`src/rtl/core/rgbled_pkg.sv`:
```
// ----------------------------------------------------------------------------
// rgbled_pkg
// Shared types, constants and the brightness table of the LED strip encoder.
// ----------------------------------------------------------------------------
package rgbled_pkg;

    localparam int LEDS_PER_STRIP = 64;
    localparam int RESET_SLOTS    = 50;
    localparam int BITS_PER_LED   = 24;
    localparam int MAX_LEVEL      = 20;

    localparam int CHAN_W     = 8;
    localparam int COLOUR_W   = 3 * CHAN_W;
    localparam int DUTY_W     = 16;
    localparam int FACTOR_W   = 16;
    localparam int LEVEL_W    = 8;
    localparam int LVL_IDX_W  = $clog2(MAX_LEVEL + 1);
    localparam int LED_IDX_W  = 6;
    localparam int ADDR_W     = LED_IDX_W + 1;
    localparam int MEM_DEPTH  = 2 ** ADDR_W;
    localparam int ACC_W      = CHAN_W + FACTOR_W;
    localparam int STEP_W     = $clog2(CHAN_W);
    localparam int MAX_SLOTS  = (RESET_SLOTS > BITS_PER_LED) ? RESET_SLOTS : BITS_PER_LED;
    localparam int SLOT_CNT_W = $clog2(MAX_SLOTS + 1);
    localparam int CFG_IDX_W  = 2;

    typedef enum logic [2:0] {
        CMD_SET_COLOUR     = 3'd0,
        CMD_SET_BRIGHTNESS = 3'd1,
        CMD_CLEAR_COLOURS  = 3'd2,
        CMD_EMIT_RESET     = 3'd3,
        CMD_EMIT_LED       = 3'd4
    } rgbled_cmd_t;

    localparam logic [CFG_IDX_W-1:0] REG_DUTY_ONE   = 2'd0;
    localparam logic [CFG_IDX_W-1:0] REG_DUTY_ZERO  = 2'd1;
    localparam logic [CFG_IDX_W-1:0] REG_BRIGHT_EN  = 2'd2;

    localparam logic [DUTY_W-1:0] DUTY_ONE_RST  = 16'd60;
    localparam logic [DUTY_W-1:0] DUTY_ZERO_RST = 16'd30;

    typedef struct packed {
        logic                raw_we;
        logic                scaled_we;
        logic                raw_clear;
        logic [ADDR_W-1:0]   addr;
        logic [COLOUR_W-1:0] data;
    } rgbled_wr_t;

    typedef struct packed {
        logic                valid;
        logic                is_reset;
        logic [COLOUR_W-1:0] colour;
    } rgbled_load_t;

    function automatic logic [FACTOR_W-1:0] tan_factor(input logic [LVL_IDX_W-1:0] lvl);
        logic [FACTOR_W-1:0] f;
        unique case (lvl)
            5'd1:    f = 16'd1144;
            5'd2:    f = 16'd2289;
            5'd3:    f = 16'd3435;
            5'd4:    f = 16'd4583;
            5'd5:    f = 16'd5734;
            5'd6:    f = 16'd6888;
            5'd7:    f = 16'd8047;
            5'd8:    f = 16'd9210;
            5'd9:    f = 16'd10380;
            5'd10:   f = 16'd11556;
            5'd11:   f = 16'd12739;
            5'd12:   f = 16'd13930;
            5'd13:   f = 16'd15130;
            5'd14:   f = 16'd16340;
            5'd15:   f = 16'd17560;
            5'd16:   f = 16'd18792;
            5'd17:   f = 16'd20036;
            5'd18:   f = 16'd21294;
            5'd19:   f = 16'd22566;
            5'd20:   f = 16'd23853;
            default: f = '0;
        endcase
        return f;
    endfunction

endpackage

```
`src/rtl/core/rgbled_scaler.sv`:
```
// ----------------------------------------------------------------------------
// rgbled_scaler
// Bit-serial shift-and-add scaling of the three colour channels by a factor.
// ----------------------------------------------------------------------------
module rgbled_scaler
    import rgbled_pkg::*;
(
    input  logic                aclk,
    input  logic                aresetn,
    input  logic                start,
    input  logic [COLOUR_W-1:0] colour,
    input  logic [FACTOR_W-1:0] factor,
    output logic                done,
    output logic [COLOUR_W-1:0] result
);

    logic                busy_reg;
    logic                done_reg;
    logic [STEP_W-1:0]   step_reg;
    logic [COLOUR_W-1:0] bits_reg;
    logic [FACTOR_W-1:0] factor_reg;
    logic [ACC_W-1:0]    acc_reg  [3];
    logic [ACC_W-1:0]    acc_next [3];

    always_comb begin
        for (int ch = 0; ch < 3; ch++) begin
            acc_next[ch] = {acc_reg[ch][ACC_W-2:0], 1'b0}
                         + (bits_reg[CHAN_W*ch + CHAN_W - 1] ? ACC_W'(factor_reg) : '0);
        end
    end

    always_ff @(posedge aclk) begin
        if (!aresetn) begin
            busy_reg <= 1'b0;
            done_reg <= 1'b0;
            step_reg <= '0;
        end else begin
            done_reg <= 1'b0;
            if (start) begin
                busy_reg <= 1'b1;
                step_reg <= '0;
            end else if (busy_reg) begin
                step_reg <= step_reg + 1'b1;
                if (step_reg == STEP_W'(CHAN_W - 1)) begin
                    busy_reg <= 1'b0;
                    done_reg <= 1'b1;
                end
            end
        end
    end

    always_ff @(posedge aclk) begin
        if (start) begin
            bits_reg   <= colour;
            factor_reg <= factor;
            for (int ch = 0; ch < 3; ch++) begin
                acc_reg[ch] <= '0;
            end
        end else if (busy_reg) begin
            bits_reg <= {bits_reg[COLOUR_W-2:0], 1'b0};
            for (int ch = 0; ch < 3; ch++) begin
                acc_reg[ch] <= acc_next[ch];
            end
        end
    end

    assign done   = done_reg;
    assign result = {acc_reg[2][ACC_W-1:FACTOR_W], acc_reg[1][ACC_W-1:FACTOR_W],
                     acc_reg[0][ACC_W-1:FACTOR_W]};

endmodule

```
`config.mk`:
```
export PLATFORM = sky130hd
export DESIGN_NAME = rgbled_scaler
export DESIGN_NICKNAME = d
export VERILOG_FILES = /design/src/rtl/core/rgbled_pkg.sv /design/src/rtl/core/rgbled_scaler.sv
export SDC_FILE = /design/constraint.sdc
export NUM_CORES = 1
export LEC_CHECK = 0
export ABC_AREA = 1
export BUFFER_PORTS_ARGS = -buffer_cell sky130_fd_sc_hd__buf_2
export CORE_ASPECT_RATIO = 0.75
export CORE_MARGIN = 10
export CORE_UTILIZATION = 55
export CTS_CLUSTER_SIZE = 28
export DETAILED_ROUTE_END_ITERATION = 10
export PLACE_DENSITY = 0.74
export SYNTH_ARGS = -nofsm -noshare
export SYNTH_HDL_FRONTEND = slang
export SYNTH_SLANG_ARGS = --single-unit
```
`constraint.sdc`:
```
create_clock -name aclk -period 3.85 [get_ports aclk]
set_clock_uncertainty 0.2 [all_clocks]
set_input_delay 0.1925 -clock aclk [delete_from_list [all_inputs] [get_ports aclk]]
set_output_delay 0.1925 -clock aclk [all_outputs]
set_load 0.05 [all_outputs]
```
==> flow_summary_export.csv <==
group,metric,value,unit
die,start_util,56.0,%
timing,fin_setup_tns,0,ns
layout,fin_cells,1512,
route,first_pass_iters,5,
clock_network,cts_tree,"yes",
worst_setup_path,cp-end-kind,"flop",
synth,synth_seq_cells,117,
worst_setup_path,crit_buf_inv,2,
layout,diodes,0,
layout,fin_nets,1387,
worst_setup_path,crit_path_max_fanout,16,
synth,synth_edf_count,112,
power,p_leak,5.10,nW
clock_network,cts_root_buf,"clkbuf_16",
global_routing,antenna_found_initial,0,
synth,synthAdderAreaFrac,7.60,%
clock_network,cts_buffers,17,
timing,final_hold_viol_count,0,
worst_setup_path,cp_top_family,"simple AND/OR/NAND/NOR gates",
route,remaining_drc_errors,0,
synth,synth_cell_type_count,38,
synth,synth_area_leaders,"edfxtp_1, nand2_1, inv_1",
clock_network,cts.sinks,117,
global_routing,first_global_vias,7133,
global_routing,grt_max_degree,55,
route,ant_nets,0,
placement,placed_cells,1439,
power,worst_ir_drop_vdd,0.351,mV
worst_setup_path,cp-start-kind,"flop",
placement,dp_hpwl,15600,um
synth,avgSynthCellArea,7.07,um2
route,first_iter_violations,671,
layout,drive_gt1_share,9.95,%
synth,synth_fp_nets,1300,
synth,synth_top_cell_by_area,"edfxtp_1",
clock_network,post_cts_buffers,0,
timing,worst_slew_pin_slew,0.889,ns
timing,fin_crit_sh,74.2,%
worst_setup_path,cpMaxStageDelayCell,"edfxtp_1",
synth,ys_async_sr_fraction,0,%
global_routing,grt.total_usage,20.8,%
placement,gp_congestion,0.960,
worst_setup_path,worstPathCellList,"nand2_1 > inv_1 > ha_1 > inv_1 > fa_1 > nor2_1 > nor2_2 > nor2_2 > or2_4 > nand2_1 > a21oi_1 > nor2_1",
layout,final_cell_mix,"nand2_1, inv_1, nor2_1",
worst_setup_path,critPathMaxStageDelay,0.66,ns
clock_network,path_clk_slew,0.06,ns
die,rows,39,
clock_network,htree_num_levels,4,
worst_hold_path,hp-class,"in -> reg",
timing,report.final.slew_viol_count,0,
clock_network,postCtsHoldBufs,41,
die,die_h,128,um
synth,synth_warnings,0,
timing,fmax,0.350,GHz
worst_setup_path,crit_arrival,2.83,ns
synth,synthSimpleGateAreaFrac,32.4,%
synth,syn_inst,1207,
clock_network,clockBufferDepth,2,
synth,synth_xor_xnor_area_share,0.205,%
clock_network,cts_resized,0,
layout,largest_reg_flops,72,
timing,max_slew_margin,40.8,%
die,core,15200,um2
synth,syn-cell-area,8530,um2
route,wire_per_inst,14.3,um
global_routing,grt_pass1_wl,34900,um
route,routed_wl,21700,um
synth,synth.yosys.seq_area_share,40.6,%
die,die_x,164,um
run_status,status,"completed",
clock_network,clk_latency,0.43,ns
synth,synth_compound_area_share,7.06,%
power,power_density,411,nW/um2
route,avgViaCountPerCell,5.14,
timing,grt_setup_unrepaired,"false",
run,drv_cap,0,
synth,yosysTopAreaCellShare,39.4,%
die,dieArea,20900,um2
synth,synth_top_family_by_area,"simple AND/OR/NAND/NOR gates",
layout,area_growth,16.3,%
worst_setup_path,crit_required,3.83,ns
die,ios,68,
placement,port_buffers,67,
route,vias,7766,
global_routing,grt-ovfl-total,0,
timing,period_needed,2.86,ns
timing,final-setup-viol-count,0,
layout,layout_commonest_cell,"nand2_1",
worst_setup_path,worstSetupPathType,"reg -> reg",
synth,synthFlopType,"edfxtp_1",
synth,synthMuxAreaShare,0,%
==> logic make-up (layout without fill, tap and decap cells) <==
family,count (synthesis),count (layout)
compound gates,111,111
buf+inv,248,348
xor+xnor,2,2
simple gates,679,679
fa+ha+maj,50,50
flops,117,117
==> worst register-to-register path, cell delays in order (launching register included) <==
cell and delay, ns:
edfxtp_1 0.66, nand2_1 0.11, inv_1 0.07, ha_1 0.20, inv_1 0.07, fa_1 0.44
nor2_1 0.16, nor2_2 0.06, nor2_2 0.16, or2_4 0.16, nand2_1 0.06, a21oi_1 0.19
nor2_1 0.08
==> where the power goes <==
group	internal (W)	switching, W
clock network	0.000994	0.000694
logic	0.000252	0.000531
registers	0.00152	0.0000805
==> layer usage <==
metal  vias to the layer above  GRT usage (%)  part of all wire (%)
met5                         -              0                     0
met4                         0           6.61                   1.7
met3                        38           4.72                   8.7
met2                       303           31.3                    43
met1                      3460           29.2                    46
li1                       3965              -                     -
==> synthesized netlist by cell type (all sizes together) (5+ instances only) <==
master and number:
nor3 8, ha 47, nand3 55, dfxtp 5, nor2 144, nand2 451, o21ai 36, edfxtp 112
inv 205, a21oi 64, clkbuf 12, nand3b 9, buf 30
==> worst paths after layout <==
| kind | from | end | slack [ns] | cells after the start |
|---|---|---|---|---|
| worst max-delay path | bits_reg[7] | acc_reg[0][17] | 0.99 | 12 |
| worst min-delay path | start | factor_reg[13] | 0.25 | 1 |
| worst max register to register | bits_reg[7] | acc_reg[0][17] | 0.99 | 12 |
| worst min register to register | step_reg[2] | step_reg[2] | 0.27 | 2 |
==> area by class of cell <==
cell class,instances,area [um2]
Clock buffer,17,425
Timing Repair Buffer,110,773
Clock inverter,15,196
Fill cell,1280,5310
Multi-Input combinational cell,842,4030
Sequential cell,117,3460
Tap cell,205,256
Inverter,206,777
==> through the flow <==
step                util (%)  setup WS (ns)  hold slack, ns  power (W)  area, um2
floorplan                  -          0.819          0.0914    0.00217       8530
finish                  65.1          0.994           0.247    0.00407       9920
global placement        58.4           1.25           0.170    0.00235       8890
CTS                     65.1           1.04           0.241    0.00408       9920
global route            65.1          0.852           0.278    0.00424       9920
detailed placement      58.4           1.14           0.171    0.00236       8890
No activity file was read; power rests on OpenSTA's default activity.
