==> config.mk <==
export PLATFORM = sky130hd
export DESIGN_NAME = rgbled_serialiser
export DESIGN_NICKNAME = d
export VERILOG_FILES = /design/src/rtl/core/rgbled_pkg.sv /design/src/rtl/core/rgbled_serialiser.sv
export SDC_FILE = /design/constraint.sdc
export NUM_CORES = 1
export LEC_CHECK = 0
export BUFFER_PORTS_ARGS = -buffer_cell sky130_fd_sc_hd__buf_2
export CAP_MARGIN = 5
export CELL_PAD_IN_SITES_DETAIL_PLACEMENT = 2
export CELL_PAD_IN_SITES_GLOBAL_PLACEMENT = 2
export CORE_MARGIN = 8
export CORE_UTILIZATION = 29
export CTS_CLUSTER_DIAMETER = 100
export DETAILED_ROUTE_END_ITERATION = 8
export PLACE_DENSITY = 0.8
export SLEW_MARGIN = 20
export SYNTH_ARGS = -nofsm -noshare
export SYNTH_HDL_FRONTEND = slang
export SYNTH_SLANG_ARGS = --single-unit
==> constraint.sdc <==
create_clock -name aclk -period 2.57 [get_ports aclk]
set_input_delay 0.1285 -clock aclk [delete_from_list [all_inputs] [get_ports aclk]]
set_output_delay 0.1285 -clock aclk [all_outputs]
set_load 0.03 [all_outputs]
==> src/rtl/core/rgbled_pkg.sv <==
// ----------------------------------------------------------------------------
// rgbled_pkg
// Shared types, constants and the brightness table of the LED strip encoder.
// ----------------------------------------------------------------------------
package rgbled_pkg;

    localparam int LEDS_PER_STRIP = 64;
    localparam int RESET_SLOTS    = 50;
    localparam int BITS_PER_LED   = 24;
    localparam int MAX_LEVEL      = 20;

    localparam int CHAN_W     = 8;
    localparam int COLOUR_W   = 3 * CHAN_W;
    localparam int DUTY_W     = 16;
    localparam int FACTOR_W   = 16;
    localparam int LEVEL_W    = 8;
    localparam int LVL_IDX_W  = $clog2(MAX_LEVEL + 1);
    localparam int LED_IDX_W  = 6;
    localparam int ADDR_W     = LED_IDX_W + 1;
    localparam int MEM_DEPTH  = 2 ** ADDR_W;
    localparam int ACC_W      = CHAN_W + FACTOR_W;
    localparam int STEP_W     = $clog2(CHAN_W);
    localparam int MAX_SLOTS  = (RESET_SLOTS > BITS_PER_LED) ? RESET_SLOTS : BITS_PER_LED;
    localparam int SLOT_CNT_W = $clog2(MAX_SLOTS + 1);
    localparam int CFG_IDX_W  = 2;

    typedef enum logic [2:0] {
        CMD_SET_COLOUR     = 3'd0,
        CMD_SET_BRIGHTNESS = 3'd1,
        CMD_CLEAR_COLOURS  = 3'd2,
        CMD_EMIT_RESET     = 3'd3,
        CMD_EMIT_LED       = 3'd4
    } rgbled_cmd_t;

    localparam logic [CFG_IDX_W-1:0] REG_DUTY_ONE   = 2'd0;
    localparam logic [CFG_IDX_W-1:0] REG_DUTY_ZERO  = 2'd1;
    localparam logic [CFG_IDX_W-1:0] REG_BRIGHT_EN  = 2'd2;

    localparam logic [DUTY_W-1:0] DUTY_ONE_RST  = 16'd60;
    localparam logic [DUTY_W-1:0] DUTY_ZERO_RST = 16'd30;

    typedef struct packed {
        logic                raw_we;
        logic                scaled_we;
        logic                raw_clear;
        logic [ADDR_W-1:0]   addr;
        logic [COLOUR_W-1:0] data;
    } rgbled_wr_t;

    typedef struct packed {
        logic                valid;
        logic                is_reset;
        logic [COLOUR_W-1:0] colour;
    } rgbled_load_t;

    function automatic logic [FACTOR_W-1:0] tan_factor(input logic [LVL_IDX_W-1:0] lvl);
        logic [FACTOR_W-1:0] f;
        unique case (lvl)
            5'd1:    f = 16'd1144;
            5'd2:    f = 16'd2289;
            5'd3:    f = 16'd3435;
            5'd4:    f = 16'd4583;
            5'd5:    f = 16'd5734;
            5'd6:    f = 16'd6888;
            5'd7:    f = 16'd8047;
            5'd8:    f = 16'd9210;
            5'd9:    f = 16'd10380;
            5'd10:   f = 16'd11556;
            5'd11:   f = 16'd12739;
            5'd12:   f = 16'd13930;
            5'd13:   f = 16'd15130;
            5'd14:   f = 16'd16340;
            5'd15:   f = 16'd17560;
            5'd16:   f = 16'd18792;
            5'd17:   f = 16'd20036;
            5'd18:   f = 16'd21294;
            5'd19:   f = 16'd22566;
            5'd20:   f = 16'd23853;
            default: f = '0;
        endcase
        return f;
    endfunction

endpackage

==> src/rtl/core/rgbled_serialiser.sv <==
// ----------------------------------------------------------------------------
// rgbled_serialiser
// Shifts a colour out MSB first as duty beats, or sends the zero reset slots.
// ----------------------------------------------------------------------------
module rgbled_serialiser
    import rgbled_pkg::*;
(
    input  logic                aclk,
    input  logic                aresetn,
    input  rgbled_load_t        load,
    input  logic [DUTY_W-1:0]   duty_one,
    input  logic [DUTY_W-1:0]   duty_zero,
    output logic                busy,
    output logic                m_valid,
    input  logic                m_ready,
    output logic [DUTY_W-1:0]   m_duty,
    output logic                m_last
);

    logic [COLOUR_W-1:0]   shift_reg;
    logic                  reset_mode_reg;
    logic [SLOT_CNT_W-1:0] remain_reg;
    logic                  m_valid_reg;
    logic [DUTY_W-1:0]     m_duty_reg;
    logic                  m_last_reg;
    logic                  advance;

    assign advance = (remain_reg != '0) && (!m_valid_reg || m_ready);

    always_ff @(posedge aclk) begin
        if (!aresetn) begin
            remain_reg  <= '0;
            m_valid_reg <= 1'b0;
        end else begin
            if (load.valid) begin
                remain_reg <= load.is_reset ? SLOT_CNT_W'(RESET_SLOTS)
                                            : SLOT_CNT_W'(BITS_PER_LED);
            end else if (advance) begin
                remain_reg <= remain_reg - 1'b1;
            end
            if (advance) begin
                m_valid_reg <= 1'b1;
            end else if (m_ready) begin
                m_valid_reg <= 1'b0;
            end
        end
    end

    always_ff @(posedge aclk) begin
        if (load.valid) begin
            shift_reg      <= load.colour;
            reset_mode_reg <= load.is_reset;
        end else if (advance) begin
            shift_reg <= {shift_reg[COLOUR_W-2:0], 1'b0};
        end
        if (advance) begin
            m_duty_reg <= reset_mode_reg ? '0
                        : (shift_reg[COLOUR_W-1] ? duty_one : duty_zero);
            m_last_reg <= (remain_reg == SLOT_CNT_W'(1));
        end
    end

    assign busy    = (remain_reg != '0) || m_valid_reg;
    assign m_valid = m_valid_reg;
    assign m_duty  = m_duty_reg;
    assign m_last  = m_last_reg;

endmodule

==> results list, run 1 <==
- Cell accounting for the most synthesized area: edfxtp_1
* Achievable clock frequency: 0.5406 GHz
- For this run the aggregate overflow at the end of global routing stands at 0.
* Largest voltage drop on the vdd net: 0.2705 mV
- After synthesis the netlist holds a flip-flop and latch count of just under 50.
- Yosys mapped a number of flops with a built-in enable equal to 42.
- The first global-routing pass estimated approximately 8.2 mm of wire.
- Setup violations remaining at the end of the flow were counted as 0.
* Fraction of layout cells with a size suffix above 1: 0.5105
* Slowest stage delay, CP: 450 ps
* First-pass detailed-route iteration total: 4
- The initial utilization of the core area, before any placement, comes to 0.2930.
- For the worst setup path, the data required time is around 2400 ps.
* Final layout net count: 300
* RSZ-0062 raised after global routing: false
- Using the TritonRoute via totals, the vias-per-cell ratio works out to ~4.4.
* Yosys warns: 0
* Sequential cell area in the final layout: about 1400 um2
* Leakage dissipation: between 1 and 1.5 nW
- Crit path DAT: ~1700 ps
* Cell area after placement: approximately 2700 um2
* Leading post-synthesis cells by cell area: edfxtp_1 57%, mux2_2 12%, mux2i_1 7.2%
- Max reg flops: 24
- Proportion of register bits with asynchronous set or reset after synthesis: 0
* Layout area overhead: 27.82%
- Placed wire-length estimate: ~4 mm
* Root buffer selected by CTS: clkbuf_8
* Total placed cells including tap cells: 331
- Average wire per standard cell: roughly 16 um
- In this run the standard cell core region covers 7567 um2.
- Final non-filler cell total: about 340
- Sequential element share of the synthesized area: 0.6321
- Path class of the lowest-slack min-delay path: in2reg
* Setup crit start kind: register
* CP Class: reg2out
- Maximum level of the CTS H-tree: 2
- Counting the fill cells in the layout gives 800.
- The initial antenna violation count came to 0.
- Max-capacitance violation count: 0
* Worst slew slack as a fraction of its limit: 0.6328
- Leading cell types by count after synthesis: 42 x edfxtp_1, 23 x mux2_2, 22 x nor2_1
- Actual transition at the worst max-transition pin: between 500 and 600 ps
- Among all flip-flop cells after synthesis, the most frequent one is edfxtp_1.
- Number of buffers inserted for hold repair after clock tree synthesis: 0
* Clock tree from TritonCTS: built
- The number of clock buffers added by TritonCTS is 5.
* Num ports: 80
- Final clock skew: between 8 and 9 ps
- Die height: just over 100 um
- Leading cell type by number of instances after synthesis: edfxtp_1
* I/O Buffers: between 70 and 80
- In this run the post-CTS setup repair buffer count came out at 0.
- Vias after detailed routing: between 1500 and 2000
- Area of the mapped netlist: ~2200 um2
* Post-cts gate resize count: 0
- Mapped Avg Cell Area: roughly 14 um2
- The slowest stage of the critical path belongs to the cell nor4_4.
- After routing the design area is 2834 um2.
- The worst setup path is captured at a primary output.
- Via count of the first global-routing pass: around 1700
* Ratio of total power to cell area: approximately 750 nW/um2
- Synth top area share: 0.5688
- The detail route stage leaves a number of antenna-violating nets equal to 0.
- In this run the horizontal extent of the chip is a little over 100 um.
- The floorplan has 32 rows.
- Top Family by Delay on Critical Path: simple AND/OR/NAND/NOR gates
* Run status: finished clean
* Number of antenna diodes: 0
* Iteration-0 DRC Markers: 26
* RD Place Congestion: 0.6617
- Entering global routing, the biggest net connects 25 pins.
- Traced cell by cell, the critical path runs through nor4_4, nand2_1, or2_2, buf_2.
- Skew-Pair Late Insertion Delay: 310 ps
* Synth unique cells: 25
- Area of the die: ~11000 um2
- The number of buffers and inverters on the critical path is 1.
- For this run, design rule violations remaining after detail routing come to 0.
* Overall Global Routing Usage: 0.09917
- The multi-input combinational cells in the finished layout cover a total of around 770 um2.
* Largest driver fanout on the critical path: 5
* Total wire length after detailed routing: approximately 5.3 mm
* Power consumption: approximately 2.1 mW
- Post-layout min period: ~1800 ps
- Period utilization: 0.7198
- Summed over all failing endpoints, the final setup total negative slack is 0 ps.
- The clock drives a little under 50 sinks.
* Mapped Nets: between 200 and 250
- Max-slew violation count: 0
- Number of standard cells after synthesis: 154
- Fin. Hold Viols: 0
- The clock passes through at most 2 buffers.
* CTS clk-pin slew, worst paths: ~100 ps
-- where the power goes --
part	leakage [nW]	total (mW)	internal [mW]	switching, mW
Combinational	0.667	0.543	0.214	0.329
Clock	0.0423	0.482	0.198	0.284
Sequential	0.495	1.10	1.04	0.0551
-- metal layers --
layer / share of wire / GRT usage
met1: 0.40 / 0.1101
met2: 0.47 / 0.1716
met3: 0.12 / 0.04150
met4: 0.0078 / 0.02336
met5: 0 / 0
-- layout make-up --
class	count	area share
well taps	102	0.04503
repair buffers	82	0.1475
inverters	6	0.007947
multi-input cells	92	0.2715
clock inverters	3	0.009272
clock buffers	5	0.02428
flip-flops and latches	49	0.4945
-- logic make-up after synthesis --
family                     synth area share
and+or+nand+nor                     0.07844
muxes                                0.1891
xor gates and xnor gates            0.01580
AOI/OAI and AO/OA                   0.04514
adders and majority gates           0.01693
DFF                                  0.6321
buffers and inverters               0.02257
-- worst paths after layout --
kind / startpoint / end / slack [ps] / depth (start not counted)
min: load[24] / reset_mode_reg$_DFFE_PP_ / 30 / 1
max: remain_reg[2]$_SDFFE_PN0P_ / busy / 720 / 4
min reg2reg: remain_reg[1]$_SDFFE_PN0P_ / remain_reg[1]$_SDFFE_PN0P_ / 550 / 2
max reg2reg: remain_reg[0]$_SDFFE_PN0P_ / shift_reg[5]$_DFFE_PP_ / 740 / 4
-- worst reg2reg max path: cells and delay by family (launching register included) --
family                     cells  cell delay, ps
AOI/OAI and AO/OA              1             180
adders and majority gates      1             310
buffers and inverters          1              90
DFF                            1             410
and+or+nand+nor                1             490
-- per-stage QoR --
step / hold slack, ps / utilization / setup WS [ps]
floorplan: 227.4 / - / 320.3
global placement: 337.1 / 0.3619 / 788.6
detailed placement: 338.6 / 0.3619 / 697.1
CTS: 24.77 / 0.3745 / 669.5
global route: 18.45 / 0.3745 / 563.0
finish: 34.20 / 0.3745 / 720.2
-- placed cells by master (no fill, tap or decap), types with 2 or more instances in the layout --
cell,n
buf_2,79
edfxtp_1,42
mux2_2,23
nor2_1,22
mux2i_1,16
dfxtp_1,7
inv_1,6
clkbuf_8,5
nand2_1,4
xnor2_1,4
or2_2,3
ha_1,3
buf_4,3
nor2b_1,2
and2_1,2
a21oi_1,2
a211oi_1,2
clkinvlp_4,2
Note: power is estimated with default switching activity, not from simulation.
==> run 2, diff against run 1 <==
--- a/config.mk
+++ b/config.mk
@@ -10,10 +10,10 @@
 export CELL_PAD_IN_SITES_DETAIL_PLACEMENT = 2
 export CELL_PAD_IN_SITES_GLOBAL_PLACEMENT = 2
 export CORE_MARGIN = 8
-export CORE_UTILIZATION = 29
+export CORE_UTILIZATION = 32
 export CTS_CLUSTER_DIAMETER = 100
 export DETAILED_ROUTE_END_ITERATION = 8
-export PLACE_DENSITY = 0.8
+export PLACE_DENSITY = 0.84
 export SLEW_MARGIN = 20
 export SYNTH_ARGS = -nofsm -noshare
 export SYNTH_HDL_FRONTEND = slang
==> constraint.sdc (replaced) <==
create_clock -name aclk -period 1.75 [get_ports aclk]
set_input_delay 0.0875 -clock aclk [delete_from_list [all_inputs] [get_ports aclk]]
set_output_delay 0.0875 -clock aclk [all_outputs]
set_load 0.03 [all_outputs]
==> results list, run 2 (synthesis results as in run 1) <==
- DIE WIDTH: roughly 99 um
- Dividing the final minimum period by the clock period gives 0.9368.
* Ratio of total power to cell area: approximately 1100 nW/um2
- Layout area overhead: 29.63%
- Power consumption: approximately 3.2 mW
* Post-layout min period: around 1600 ps
* Final clock skew: a little under 6 ps
* Crit path DAT: about 1600 ps
* Number of clock sinks: 49
* Via count of the first global-routing pass: 1730
- Summed over all cells, the static leakage comes to ~1.2 nW.
- After legalization and detailed placement, the total HPWL measured 4.447 mm.
* Clock tree from TritonCTS: built
- The first global-routing pass estimated around 8.8 mm of wire.
- Path class of the lowest-slack min-delay path: in2reg
- Setup repair after global routing left no endpoint under its margin.
- Slowest cell on the critical path: dfxtp_1
- The path with the worst hold slack has its endpoint at remain_reg[3]$_SDFFE_PN0P_.
* Core Footprint: 6756 um2
- Iteration-0 DRC Markers: 48
- The final layout contains routed wiring with a total length of ~5.7 mm.
- Leaving out fill and tap cells, the most frequent cell in the layout is buf_2.
- In the final timing run, aggregate negative setup slack is 0 ps.
* Endpoint of the worst register-to-register path: shift_reg[3]$_DFFE_PP_
* Total global routing overflow: 0
* Initial Utilization: 0.3281
- Vias after detailed routing: between 1500 and 2000
* Worst slew slack as a fraction of its limit: 0.6461
- Setup crit start kind: register
- Once routing completed, OpenROAD measured the worst setup slack at 110.6 ps.
* Fill cells: approximately 710
- # DRC: 0
- Max-cap violations in this run came to 0.
* Commonest cells after routing, fill and taps aside: 79 x buf_2, 42 x edfxtp_1, 23 x mux2_2
* Largest voltage drop on the vdd net: ~0.37 mV
- The initial antenna violation count came to 0.
- Achievable clock frequency: just over 0.6 GHz
* Setup slack of the worst register-to-register path: between 100 and 150 ps
- For the worst flop-to-flop path, the logic depth is 4.
- On the critical path the largest part of the delay comes from simple AND/OR/NAND/NOR gates.
- Slowest stage delay, CP: around 370 ps
- Post-detailed-route via-to-cell ratio: ~4.8
- Buffers placed on the I/O ports in this run total 79.
- Fin. Hold Viols: 0
- Run status: finished clean
* Average wire per standard cell: 17.84 um
- Actual transition at the worst max-transition pin: about 530 ps
- CTS max path bufs: 2
* Site Rows: 30
- Kind of end point of the critical path: primary output
- Overall Global Routing Usage: 0.1150
- Clock-pin slew was measured on the worst setup and hold paths at approximately 90 ps.
* Remaining antenna violation count after routing: 0
* Die height: 99.24 um
- Post-placement setup slack: 91.05 ps
- Worst Hold Launch: aresetn
- Critical path buffers and inverters: 1
* Startpoint of the lowest-slack register-to-register path: remain_reg[5]$_SDFFE_PN0P_
- Skew-Pair Late Insertion Delay: roughly 300 ps
- Final layout net count: between 300 and 400
- The repair_antennas step left the layout with diodes totalling 0.
- Of all nets on the critical path, the largest fanout is 3.
- Final core utilization: 0.4254
- The worst hold path was traced through 3 stages.
- Cell area after placement: 2755 um2
- The clock tree synthesis step divided the H-tree into 2 levels.
* WP data required: approximately 1700 ps
* CP Class: reg2out
- The first TritonRoute pass finished after 4 iterations.
- RD Place Congestion: 0.7557
- Max reg flops: 24
- Total setup violations reported at the end of the flow: 0
- In the final layout, the share of cells above drive strength 1 is 0.5314.
- Buffers inserted during clock tree synthesis total 5.
- Root buffer selected by CTS: clkbuf_8
* Largest net degree at the start of global routing: 25
- Area of the die: ~10000 um2
* Chain of cells forming the critical path: nor4_4, nand2_1, or2_2, buf_2
- Finished layout cell area: around 2900 um2
* Num ports: 80
- Max-slew violation count: 0
[run 2: changes by cell type in the layout (fill, tap and decap cells not counted), sizes merged]
cell / previous run / this run
clkinvlp: 2 / 0
buf: 82 / 83
clkinv: 0 / 2
inv: 7 / 6
clkbuf: 5 / 6
dlygate4sd3: 0 / 1
[run 2: worst max-delay path by stage]
stage | to | startpoint | depth (start not counted) | slack (ps)
after floorplan | shift_reg[0]$_SDFFCE_PN0P_ | remain_reg[1]$_SDFFE_PN0P_ | 4 | 20
after global placement | shift_reg[7]$_DFFE_PP_ | remain_reg[2]$_SDFFE_PN0P_ | 3 | 170
after detailed placement | shift_reg[8]$_DFFE_PP_ | remain_reg[2]$_SDFFE_PN0P_ | 3 | 90
after CTS | remain_reg[4]$_SDFFE_PN0P_ | remain_reg[2]$_SDFFE_PN0P_ | 5 | 60
after global routing | busy | remain_reg[5]$_SDFFE_PN0P_ | 4 | 10
final | busy | remain_reg[5]$_SDFFE_PN0P_ | 4 | 110
[run 2: layout make-up]
type | instances | area, um2 | share of cell area
Sequential cell | 49 | 1403 | 0.4880
Clock buffer | 6 | 82.58 | 0.02873
Tap cell | 80 | 100.1 | 0.03483
Multi-Input combinational cell | 92 | 804.5 | 0.2799
Clock inverter | 2 | 13.76 | 0.004789
Timing Repair Buffer | 84 | 447.9 | 0.1559
Inverter | 6 | 22.52 | 0.007836
[run 2: per-stage QoR]
stage,cells,hold WS [ps]
final,319,55.40
after global routing,319,69.90
after CTS,319,45.02
after detailed placement,309,317.5
after global placement,309,307.9
after floorplan,154,186.4
[run 2: worst min-delay path: cells and delay by family]
kind	cells	cell delay (ps)
AO/OA/AOI/OAI	1	40
buffers and inverters	1	130
AND/OR/NAND/NOR	1	60
[run 2: timing repair]
item	in CTS	in global routing
setup buffers	1	0
gates cloned	0	0
setup endpoints to repair	1	1
resized for setup	0	1
pin swaps	1	0
hold buffers	1	0
hold endpoints to repair	1	0
[run 2: metal layers]
metal  up-vias  part of all wire  track usage
li1        725                 -            -
met1       725              0.37       0.1150
met2        60              0.52       0.2097
met3         8             0.095      0.05377
met4         0             0.011      0.02794
met5         -                 0            0
[run 2: report_power, final]
group,internal (mW),leakage [nW],total (mW),switching (mW)
sequential,1.53,0.496,1.62,0.0861
clock,0.321,0.0512,0.702,0.381
combinational,0.342,0.690,0.845,0.504
